## src/design/gcd_pkg.sv

```systemverilog
// ----------------------------------------------------------------------------
// gcd_pkg
// Shared types and constants of the gain command decoder: character codes,
// command table, status codes and the record passed from parser to issuer.
// ----------------------------------------------------------------------------
package gcd_pkg;

	localparam logic [7:0] CH_CR    = 8'h0D;
	localparam logic [7:0] CH_COMMA = 8'h2C;
	localparam logic [7:0] CH_NUL   = 8'h00;
	localparam logic [7:0] CH_ZERO  = 8'h30;
	localparam logic [7:0] CH_NINE  = 8'h39;

	localparam int unsigned CMD_CHARS   = 3;
	localparam int unsigned CMD_ENTRIES = 5;
	localparam int unsigned DIGIT_MAX   = 31;
	localparam int unsigned QUEUE_DEPTH = 2;

	// command strings, first character in the top byte
	localparam logic [23:0] CMD_TABLE [CMD_ENTRIES] = '{
		{8'h4B, 8'h70, 8'h31},	// Kp1
		{8'h4B, 8'h70, 8'h32},	// Kp2
		{8'h4B, 8'h69, 8'h31},	// Ki1
		{8'h4B, 8'h69, 8'h32},	// Ki2
		{8'h58, 8'h2A, 8'h2A}	// X**
	};
	localparam logic [1:0] CMD_GAIN [CMD_ENTRIES] = '{2'd0, 2'd1, 2'd2, 2'd3, 2'd3};

	localparam logic [1:0] ST_ACCEPTED    = 2'd0;
	localparam logic [1:0] ST_UNKNOWN_CMD = 2'd1;
	localparam logic [1:0] ST_BAD_NUMBER  = 2'd2;

	typedef struct packed {
		logic        known;
		logic [1:0]  sel;
	} cmd_match_t;

	// classified message, handed from the parser to the issuer
	typedef struct packed {
		logic        known;
		logic [1:0]  sel;
		logic        num_ok;
		logic [31:0] value;
	} cmd_rec_t;

	function automatic cmd_match_t cmd_lookup(input logic [23:0] chars);
		cmd_match_t m;
		m = '0;
		for (int i = CMD_ENTRIES - 1; i >= 0; i--) begin
			if (chars == CMD_TABLE[i]) begin
				m.known = 1'b1;
				m.sel   = CMD_GAIN[i];
			end
		end
		return m;
	endfunction

endpackage

```

## src/design/gcd_queue.sv

```systemverilog
// ----------------------------------------------------------------------------
// gcd_queue
// Small register queue between the parser and the issuer.
// ----------------------------------------------------------------------------
module gcd_queue #(
	parameter int WIDTH = 36,
	parameter int DEPTH = 2
) (
	input  logic             clk,
	input  logic             arst_n,
	input  logic             push,
	input  logic [WIDTH-1:0] wr_data,
	input  logic             pop,
	output logic [WIDTH-1:0] rd_data,
	output logic             full,
	output logic             empty
);

	localparam int PTR_W = (DEPTH > 1) ? $clog2(DEPTH) : 1;
	localparam int CNT_W = $clog2(DEPTH + 1);

	logic [WIDTH-1:0] mem_q [DEPTH];
	logic [PTR_W-1:0] wr_ptr_q;
	logic [PTR_W-1:0] rd_ptr_q;
	logic [CNT_W-1:0] cnt_q;

	assign full    = (cnt_q == CNT_W'(DEPTH));
	assign empty   = (cnt_q == '0);
	assign rd_data = mem_q[rd_ptr_q];

	always_ff @(posedge clk) begin
		if (push) begin
			mem_q[wr_ptr_q] <= wr_data;
		end
	end

	always_ff @(posedge clk or negedge arst_n) begin
		if (!arst_n) begin
			wr_ptr_q <= '0;
			rd_ptr_q <= '0;
			cnt_q    <= '0;
		end else begin
			if (push) begin
				wr_ptr_q <= (wr_ptr_q == PTR_W'(DEPTH - 1)) ? '0 : wr_ptr_q + 1'b1;
			end
			if (pop) begin
				rd_ptr_q <= (rd_ptr_q == PTR_W'(DEPTH - 1)) ? '0 : rd_ptr_q + 1'b1;
			end
			if (push && !pop) begin
				cnt_q <= cnt_q + 1'b1;
			end else if (pop && !push) begin
				cnt_q <= cnt_q - 1'b1;
			end
		end
	end

endmodule

```

## src/design/gcd_parser.sv

```systemverilog
// ----------------------------------------------------------------------------
// gcd_parser
// Front end: takes one message byte per cycle while take is high, tracks command and number,
// and on the last byte classifies the message into a record.
// ----------------------------------------------------------------------------
module gcd_parser #(
	parameter int MSG_BYTES = 16
) (
	input  logic              clk,
	input  logic              arst_n,
	input  logic              take,
	input  logic [7:0]        byte_in,
	input  logic              last_in,
	output logic              push,
	output gcd_pkg::cmd_rec_t rec
);

	localparam int CNT_W = $clog2(MSG_BYTES + 1);

	logic [CNT_W-1:0] byte_cnt_q, byte_cnt_nxt;
	logic             comma_q, comma_nxt;
	logic             stopped_q, stopped_nxt;
	logic             closed_q, closed_nxt;
	logic [7:0]       cmd_q [gcd_pkg::CMD_CHARS];
	logic [7:0]       cmd_nxt [gcd_pkg::CMD_CHARS];
	logic [1:0]       cmd_len_q, cmd_len_nxt;
	logic [4:0]       dig_cnt_q, dig_cnt_nxt;
	logic             bad_q, bad_nxt;
	logic [31:0]      acc_q, acc_nxt;
	logic             is_digit;
	logic [31:0]      acc_times_ten;
	gcd_pkg::cmd_match_t match;

	assign is_digit      = (byte_in >= gcd_pkg::CH_ZERO) && (byte_in <= gcd_pkg::CH_NINE);
	assign acc_times_ten = {acc_q[28:0], 3'b000} + {acc_q[30:0], 1'b0};

	always_comb begin
		byte_cnt_nxt = byte_cnt_q;
		comma_nxt    = comma_q;
		stopped_nxt  = stopped_q;
		closed_nxt   = closed_q;
		cmd_nxt      = cmd_q;
		cmd_len_nxt  = cmd_len_q;
		dig_cnt_nxt  = dig_cnt_q;
		bad_nxt      = bad_q;
		acc_nxt      = acc_q;
		if (!stopped_q) begin
			if (byte_in == gcd_pkg::CH_CR) begin
				stopped_nxt = 1'b1;
			end else begin
				if (byte_in == gcd_pkg::CH_COMMA) begin
					comma_nxt = 1'b1;
				end else if (!comma_q) begin
					if (cmd_len_q < 2'(gcd_pkg::CMD_CHARS)) begin
						for (int i = 0; i < gcd_pkg::CMD_CHARS; i++) begin
							if (cmd_len_q == 2'(i)) begin
								cmd_nxt[i] = byte_in;
							end
						end
						cmd_len_nxt = cmd_len_q + 1'b1;
					end
				end else if (!closed_q) begin
					if (byte_in == gcd_pkg::CH_NUL) begin
						closed_nxt = 1'b1;
					end else begin
						if (is_digit) begin
							acc_nxt = acc_times_ten + {28'd0, byte_in[3:0]};
						end else begin
							bad_nxt = 1'b1;
						end
						if (dig_cnt_q != 5'(gcd_pkg::DIGIT_MAX)) begin
							dig_cnt_nxt = dig_cnt_q + 1'b1;
						end
					end
				end
				byte_cnt_nxt = byte_cnt_q + 1'b1;
				if (byte_cnt_nxt >= CNT_W'(MSG_BYTES)) begin
					stopped_nxt = 1'b1;
				end
			end
		end
	end

	// only a full three-character command can match
	always_comb begin
		match = gcd_pkg::cmd_lookup({cmd_nxt[0], cmd_nxt[1], cmd_nxt[2]});
		if (cmd_len_nxt != 2'(gcd_pkg::CMD_CHARS)) begin
			match = '0;
		end
	end

	assign push       = take && last_in;
	assign rec.known  = match.known;
	assign rec.sel    = match.sel;
	assign rec.num_ok = (dig_cnt_nxt != '0) && !bad_nxt;
	assign rec.value  = acc_nxt;

	always_ff @(posedge clk or negedge arst_n) begin
		if (!arst_n) begin
			byte_cnt_q <= '0;
			comma_q    <= 1'b0;
			stopped_q  <= 1'b0;
			closed_q   <= 1'b0;
			cmd_q      <= '{default: '0};
			cmd_len_q  <= '0;
			dig_cnt_q  <= '0;
			bad_q      <= 1'b0;
			acc_q      <= '0;
		end else if (take) begin
			if (last_in) begin
				byte_cnt_q <= '0;
				comma_q    <= 1'b0;
				stopped_q  <= 1'b0;
				closed_q   <= 1'b0;
				cmd_q      <= '{default: '0};
				cmd_len_q  <= '0;
				dig_cnt_q  <= '0;
				bad_q      <= 1'b0;
				acc_q      <= '0;
			end else begin
				byte_cnt_q <= byte_cnt_nxt;
				comma_q    <= comma_nxt;
				stopped_q  <= stopped_nxt;
				closed_q   <= closed_nxt;
				cmd_q      <= cmd_nxt;
				cmd_len_q  <= cmd_len_nxt;
				dig_cnt_q  <= dig_cnt_nxt;
				bad_q      <= bad_nxt;
				acc_q      <= acc_nxt;
			end
		end
	end

endmodule

```

## src/design/gcd_issuer.sv

```systemverilog
// ----------------------------------------------------------------------------
// gcd_issuer
// Back end: turns a classified record into a result, keeps the indicator
// and holds the result in the output register until it is taken.
// ----------------------------------------------------------------------------
module gcd_issuer (
	input  logic              clk,
	input  logic              arst_n,
	input  logic              rec_avail,
	input  gcd_pkg::cmd_rec_t rec,
	output logic              pop,
	output logic              m_tvalid,
	input  logic              m_tready,
	output logic [39:0]       m_tdata
);

	logic        tvalid_q;
	logic        ind_q;
	logic        write_q;
	logic [1:0]  sel_q;
	logic [31:0] value_q;
	logic [1:0]  status_q;
	logic [1:0]  status;
	logic        accepted;

	assign pop      = rec_avail && (!tvalid_q || m_tready);
	assign accepted = rec.known && rec.num_ok;

	always_comb begin
		priority if (!rec.known) begin
			status = gcd_pkg::ST_UNKNOWN_CMD;
		end else if (!rec.num_ok) begin
			status = gcd_pkg::ST_BAD_NUMBER;
		end else begin
			status = gcd_pkg::ST_ACCEPTED;
		end
	end

	always_ff @(posedge clk or negedge arst_n) begin
		if (!arst_n) begin
			tvalid_q <= 1'b0;
			ind_q    <= 1'b0;
		end else begin
			if (pop) begin
				tvalid_q <= 1'b1;
				ind_q    <= ind_q ^ accepted;
			end else if (m_tready) begin
				tvalid_q <= 1'b0;
			end
		end
	end

	always_ff @(posedge clk) begin
		if (pop) begin
			write_q  <= accepted;
			sel_q    <= rec.known ? rec.sel : 2'd0;
			value_q  <= accepted ? rec.value : 32'd0;
			status_q <= status;
		end
	end

	assign m_tvalid = tvalid_q;
	assign m_tdata  = {2'b00, ind_q, status_q, value_q, sel_q, write_q};

endmodule

```

## src/design/gain_command_decoder_top.sv

```systemverilog
// ----------------------------------------------------------------------------
// gain_command_decoder_top
// Decodes "CMD,NUMBER" gain commands arriving one byte per transaction.
// ----------------------------------------------------------------------------
// One message byte is taken per clock cycle while s_tready is high, with no
// gaps between messages. The parser updates the command and a times-ten
// accumulator in the cycle a byte arrives; on the byte with tlast it
// classifies the message and places a record in a two-entry queue. The issuer
// drains that queue into the output register, so each result passes through a
// queue entry and the output register; the slave side only stalls when both
// queue entries are still waiting behind an unaccepted result.
module gain_command_decoder_top #(
	parameter int MSG_BYTES = 16
) (
	input  logic        clk,
	input  logic        arst_n,
	input  logic        s_tvalid,
	output logic        s_tready,
	input  logic [7:0]  s_tdata,	// msg_byte[7:0]
	input  logic        s_tlast,	// msg_last
	output logic        m_tvalid,
	input  logic        m_tready,
	output logic [39:0] m_tdata	// write_valid, gain_select[1:0], gain_value[31:0],
					// decode_status[1:0], indicator, zero pad
);

	logic              take;
	logic              push;
	logic              pop;
	logic              q_full;
	logic              q_empty;
	gcd_pkg::cmd_rec_t rec_in;
	gcd_pkg::cmd_rec_t rec_out;

	assign s_tready = !q_full;
	assign take     = s_tvalid && s_tready;

	gcd_parser #(
		.MSG_BYTES(MSG_BYTES)
	) u_parser (
		.clk     (clk),
		.arst_n  (arst_n),
		.take    (take),
		.byte_in (s_tdata),
		.last_in (s_tlast),
		.push    (push),
		.rec     (rec_in)
	);

	gcd_queue #(
		.WIDTH($bits(gcd_pkg::cmd_rec_t)),
		.DEPTH(gcd_pkg::QUEUE_DEPTH)
	) u_queue (
		.clk     (clk),
		.arst_n  (arst_n),
		.push    (push),
		.wr_data (rec_in),
		.pop     (pop),
		.rd_data (rec_out),
		.full    (q_full),
		.empty   (q_empty)
	);

	gcd_issuer u_issuer (
		.clk       (clk),
		.arst_n    (arst_n),
		.rec_avail (!q_empty),
		.rec       (rec_out),
		.pop       (pop),
		.m_tvalid  (m_tvalid),
		.m_tready  (m_tready),
		.m_tdata   (m_tdata)
	);

endmodule

```

## config.mk

```make
export PLATFORM = sky130hd
export DESIGN_NAME = gain_command_decoder_top
export DESIGN_NICKNAME = d
export VERILOG_FILES = /design/src/design/gcd_pkg.sv /design/src/design/gcd_queue.sv /design/src/design/gcd_parser.sv /design/src/design/gcd_issuer.sv /design/src/design/gain_command_decoder_top.sv
export SDC_FILE = /design/constraint.sdc
export NUM_CORES = 1
export LEC_CHECK = 0
export BUFFER_PORTS_ARGS = -buffer_cell sky130_fd_sc_hd__buf_2
export CAP_MARGIN = 20
export CORE_MARGIN = 5
export CORE_UTILIZATION = 40
export DETAILED_ROUTE_END_ITERATION = 8
export GPL_ROUTABILITY_DRIVEN = 0
export GPL_TIMING_DRIVEN = 0
export PLACE_DENSITY = 0.61
export REMOVE_ABC_BUFFERS = 1
export SLEW_MARGIN = 20
export SYNTH_ARGS = -nofsm -noshare
export SYNTH_HDL_FRONTEND = slang
export SYNTH_SLANG_ARGS = --single-unit
```

## constraint.sdc

```tcl
create_clock -name clk -period 3.55 [get_ports clk]
set_clock_uncertainty 0.15 [all_clocks]
set_input_delay 0.8875 -clock clk [delete_from_list [all_inputs] [get_ports clk]]
set_output_delay 0.8875 -clock clk [all_outputs]
set_load 0.1 [all_outputs]
```

* Word-level counts from Yosys, hierarchy flattened *
Memory sizes are Yosys's and may differ from the RTL's.
Cells that the tools add are included.

storage, ports and cells
  logic and storage cells = 148
  bits of input ports = 13
  RAM bits = 72
  output and inout bits = 42
  memories kept = 1
  bits in latches = 0
  register bits after elaboration = 115
  ROM bits = 0

memories
  name           depth  bits a word  rd ports  clocked after memory_dff  wr ports  RTL line         text
  u_queue.mem_q  2      36           1         0                         1         gcd_queue.sv:22  logic [WIDTH-1:0] mem_q [DEPTH];

cells by class
  equal/unequal tests = 15
  multiply operators = 0
  bitwise operators = 1
  mux-type cells = 72
  reduce and logical (&&, ||, !) cells = 26
  shift-type cells = 0
  $add $sub $neg = 9
  magnitude comparators = 4
  div/mod/pow operators = 0

operators by type and width
  kind                                                                                 count
  32-bit two-way mux                                                                   8
  24-bit two-way mux                                                                   6
  24-bit by 23-bit == test with 1-bit output, second input constant                    5
  5-bit two-way mux                                                                    11
  32-bit adder                                                                         1
  32-bit by 4-bit adder with 32-bit output                                             1
  1-bit two-way mux                                                                    29
  8-bit two-way mux                                                                    3
  2-bit two-way mux                                                                    9
  3-bit two-way mux                                                                    6
  5-bit by 1-bit adder with 5-bit output, second input constant                        2
  8-bit by 4-bit == test with 1-bit output, second input constant                      1
  8-bit by 6-bit == test with 1-bit output, second input constant                      1
  8-bit by 6-bit greater-or-equal comparator with 1-bit output, second input constant  1
  8-bit by 6-bit <= comparator with 1-bit output, second input constant                1
  1-bit logical AND                                                                    8
  8-bit zero test                                                                      1
  2-bit != test, second input constant                                                 4
  2-bit nonzero test                                                                   4
  1-bit zero test                                                                      6
  5-bit greater-or-equal comparator, second input constant                             1
  5-bit != test, second input constant                                                 1
  5-bit AND reduction                                                                  1
  5-bit nonzero test                                                                   1
  other kinds (11)                                                                     15

* Depth between registers and ports, before layout *
  depth in word-level cells = 14
  depth in mapped cells = 13
  depth with buffers taken out = 12

* Modules after synthesis *
Synthesis repeated with hierarchy kept, for this count alone.

unflattened totals
  cell total of the unflattened synthesis = 896
  area total of the unflattened synthesis = 10177.3 um2

modules (own cells, without submodules)
  module                    area an instance (um2)  instances  sequential area each (um2)  cells an instance
  gcd_parser                5734.2                  1          1801.7                      673
  gcd_queue                 2934.1                  1          2262.2                      128
  gcd_issuer                1495.2                  1          1161.1                      92
  gain_command_decoder_top  13.8                    1          0.0                         3

* Least setup slack after synthesis *
No wires, ideal clock.

  path type = in2reg
  start point = input s_tdata[3]
  end point = memory u_queue.mem_q[0][20], data pin
  cell stages on the path = 13
  required time = 3138 ps
  library setup time = 262 ps
  path slack = -675 ps
  arrival time = 3812 ps
  buffers on the path = 1
  cell sequence = clkbuf_1 -> inv_1 -> fa_1 -> inv_1 -> fa_1 -> a21o_1 -> nand4_1 -> nand2_1 -> a41oi_1 -> nor2b_1 -> a311oi_1 -> xnor2_1 -> mux2_2

RTL lines
  item         RTL line                        text
  from (decl)  gain_command_decoder_top.sv:19  input logic [7:0] s_tdata,
  to (decl)    gcd_queue.sv:22

* Final worst setup path *
  start point = input s_tdata[3]
  end point = register u_parser.acc_q[29]

on the way
  word-level cells in the longest chain between the ends = 10
  elaborated cells on any way between the ends = 15
  classes of those cells = 1 x add/sub; 2 x order compare; 2 x eq/ne; 8 x mux; 2 x reduce/logical

RTL lines
  item                                                                              RTL line           text
  branches (longest 7 deep; another with 32-bit by 4-bit adder with 32-bit output)  n/a
  32-bit two-way mux *                                                              gcd_parser.sv:48   if (byte_in == gcd_pkg::CH_CR) begin
  32-bit two-way mux *                                                              gcd_parser.sv:47   if (!stopped_q) begin
  32-bit two-way mux *                                                              gcd_parser.sv:110  if (last_in) begin
  to (signal assigned)                                                              gcd_parser.sv:129  acc_q <= acc_nxt;
  to (decl)                                                                         gcd_parser.sv:29   logic [31:0] acc_q, acc_nxt;

Mark *: on every way between the ends.
A chain may end at the register's enable or synchronous reset.

==> impl_metrics.py <==
metrics = {
    "drt": {
        "drt_wl_total_um": 22000,
        "dr.pass1.iters": 5,
        "wl_per_cell_um": 16.8,
        "detail_route.vias_per_cell": 5.58,
        "vias": 7304,
        "ant_nets": 0,
        "drtIter0Drc": 673,
        "drc_errors": 0,
    },
    "placement": {
        "dp_slack_ns": -0.958,
        "hpwlAfterDp_um": 14600,
        "io_buffers": 52,
        "placed_area_um2": 10700,
    },
    "yosys": {
        "synthXorXnorAreaFrac": 0.0303,
        "avgSynthCellArea_um2": 10.9,
        "synthMuxAreaShare": 0.0510,
        "yosys.area_share.simple": 0.134,
        "synthTopCellsByArea": "edfxtp_1 32%, dfrtp_1 19%, ha_1 7.5%",
        "synth_ff_type": "edfxtp_1",
        "yosysMostFrequentCell": "edfxtp_1",
        "synthCells": 927,
        "yosys.area.top_type": "edfxtp_1",
        "ys_top_cells_by_count": "109 x edfxtp_1, 96 x nor2_1, 90 x nand2_1",
        "synth_cell_types": 66,
        "synth_area_um2": 10100,
        "ys_seq_elements": 187,
        "yosys_warnings": 0,
        "synth-adder-area-share": 0.0794,
        "yosys.area.top_type_share": 0.324,
        "synth_top_family_by_area": "compound AO/OA/AOI/OAI gates",
        "async_flop_share": 0.417,
        "synth_edf_count": 109,
        "ys_seq_area_frac": 0.517,
        "synth-compound-area-share": 0.160,
    },
    "global_route": {
        "antenna_found_initial": 0,
        "grt_first_pass_wirelength_um": 36400,
        "grt.total_usage": 0.156,
        "grt_pass1_vias": 7190,
        "grt_max_degree": 60,
        "grt-ovfl-total": 0,
    },
    "worst_setup_path": {
        "worstSetupPathType": "input port to register",
        "crit_fanout": 11,
        "crit_arrival_ns": 3.66,
        "worst_r2r_path_depth": 12,
        "critPathLaunchType": "input port",
        "crit_start": "s_tdata[3]",
        "r2r_setup_slack_ns": 0.16,
        "cp_data_required_time_ns": 3.73,
        "cp-endpoint": "u_parser.acc_q[29]",
        "r2r_start": "u_parser.acc_q[2]",
        "regToRegEndpoint": "u_parser.acc_q[29]",
        "cp-end-kind": "register",
    },
    "worst_hold_path": {
        "hold_class": "input port to asynchronous set/reset pin",
    },
    "clocking": {
        "root_buffer": "clkbuf_16",
        "cts_buffers": 17,
        "cts_sinks": 187,
        "htree_levels": 4,
        "tritoncts": "built",
        "cts.clk_slew.worst_paths_ns": 0.07,
        "clk_latency_ns": 0.43,
        "ctsLongestPathBuffers": 2,
    },
    "power_and_ir_drop": {
        "irDropWorstVdd_v": 0.000509,
        "seq_power_share": 0.394,
        "p_int_mw": 4.62,
        "netSwitchingPower_mw": 3.54,
        "comb_power_share": 0.373,
        "swShare": 0.434,
        "powerDensity_nw_per_um2": 705,
        "leakagePower_nw": 4.95,
        "clock_power_share": 0.234,
    },
    "run_status": {
        "status": "complete, no violations",
    },
    "floorplanning": {
        "row_count": 58,
        "die_y_um": 169,
        "start_util": 0.404,
        "die_w_um": 169,
        "num_io_pins": 55,
        "die_area_um2": 28600,
        "core_area_um2": 25000,
    },
    "sta": {
        "finalSetupViolations": 0,
        "hold_ws_ns": 0.271,
        "tightestPinTransition_ns": 1.06,
        "relSlewSlack": 0.294,
        "final.setup.tns_ns": 0,
        "maxSlewViolCount": 0,
        "period_share": 0.980,
        "finalHoldViolations": 0,
        "period_minus_slack_ns": 3.48,
        "clock.fmax_mhz": 287,
        "fin_ws_ns": 0.0713,
    },
    "finish": {
        "final_nets": 1041,
        "syn2layout_area_growth_pct": 14.4,
        "layout-drive-gt1-share": 0.153,
        "antenna_cells": 0,
        "stdcell_area_um2": 11600,
    },
    "run": {
        "maxCapViolCount": 0,
    },
}
==> worst max-delay path, cell delays in order <==
cell	delay [ns]
buf_12	0.11
inv_2	0.06
fa_1	0.49
inv_2	0.05
ha_1	0.27
a21o_1	0.12
nand4_1	0.21
a21oi_4	0.31
o21ai_1	0.13
o21ai_2	0.24
a311oi_2	0.18
or4_1	0.50
o2111ai_1	0.11
==> cell usage in the layout (no fill, tap or decap), types with 9 or more instances in the layout <==
master and count:
edfxtp_1 109, nor2_1 92, nand2_1 88, dfrtp_1 77
o21ai_0 64, ha_1 58, buf_2 50, mux2i_1 38
a21oi_1 32, a22oi_1 30, a21o_1 23, xnor2_1 20
clkbuf_16 17, xor2_1 15, nand3_1 13, nand4_1 13
a22o_1 13, buf_4 13, inv_1 12, mux2_2 12
nor3_1 11, o31ai_1 10, a31oi_1 10, nand2b_1 9
==> area by class of cell <==
class | count | area, um2
multi-input cells | 674 | 4800
flip-flops and latches | 187 | 5230
fillers | 2273 | 13500
clock inverters | 14 | 151
inverters | 16 | 60.1
repair buffers | 69 | 490
well taps | 330 | 413
clock buffers | 18 | 439
==> power groups by stage <==
stage	Sequential [mW]	Clock [mW]	Combinational, mW
floorplan	4.60	0	1.03
global placement	3.31	0	2.89
detailed placement	3.26	0	3.01
CTS	3.21	1.95	3.02
global route	3.29	2.05	3.25
finish	3.21	1.91	3.04
==> routing by layer <==
layer  track usage  vias up  wire length (um)
li1              -     3546                 -
met1         0.210     3575             10200
met2         0.255      152             10500
met3        0.0313       31               893
met4        0.0469        0               330
met5             0        -                 0
==> how the worst min path moves through the flow <==
stage / from / to / slack, ns
final: arst_n / u_parser.cmd_q[19] / 0.27
after global routing: arst_n / u_parser.cmd_q[16] / 0.29
after floorplan: u_parser.acc_q[31] / u_parser.acc_q[31] / 0.31
after global placement: u_issuer.ind_q / u_issuer.ind_q / 0.30
after CTS: arst_n / u_parser.cmd_q[19] / 0.28
after detailed placement: u_issuer.ind_q / u_issuer.ind_q / 0.31
==> sequential cells by signal, summed over array words and instances (netlist names), 2 cells and up <==
signal,cells
u_issuer.sel_q,2
u_parser.byte_cnt_q,5
u_parser.cmd_len_q,2
u_issuer.value_q,32
u_parser.acc_q,32
u_queue.cnt_q,2
u_queue.mem_q,72
u_issuer.status_q,2
u_parser.dig_cnt_q,5
u_parser.cmd_q,24
==> repair_timing <==
action,CTS,global route
setup endpoints to repair,56,35
hold buffers,0,0
pin swaps,7,21
gates cloned,1,0
gates resized for setup,27,17
setup buffers,2,10
==> cell families (layout without fill, tap and decap cells) <==
kind of cell | Yosys count | after routing
XOR/XNOR | 35 | 35
AO/OA/AOI/OAI | 241 | 241
buffers and inverters | 68 | 117
flip-flops | 187 | 187
multiplexers | 50 | 50
AND/OR/NAND/NOR | 282 | 283
adder cells (fa/ha/maj) | 63 | 63
other | 1 | 2
==> stage by stage <==
step / utilization / power [mW] / cells
floorplan: - / 5.63 / 876
global placement: 0.422 / 6.19 / 1258
detailed placement: 0.428 / 6.27 / 1263
CTS: 0.457 / 8.18 / 1298
global route: 0.462 / 8.59 / 1308
finish: 0.462 / 8.16 / 1308
No activity file was read; power rests on OpenSTA's default activity.
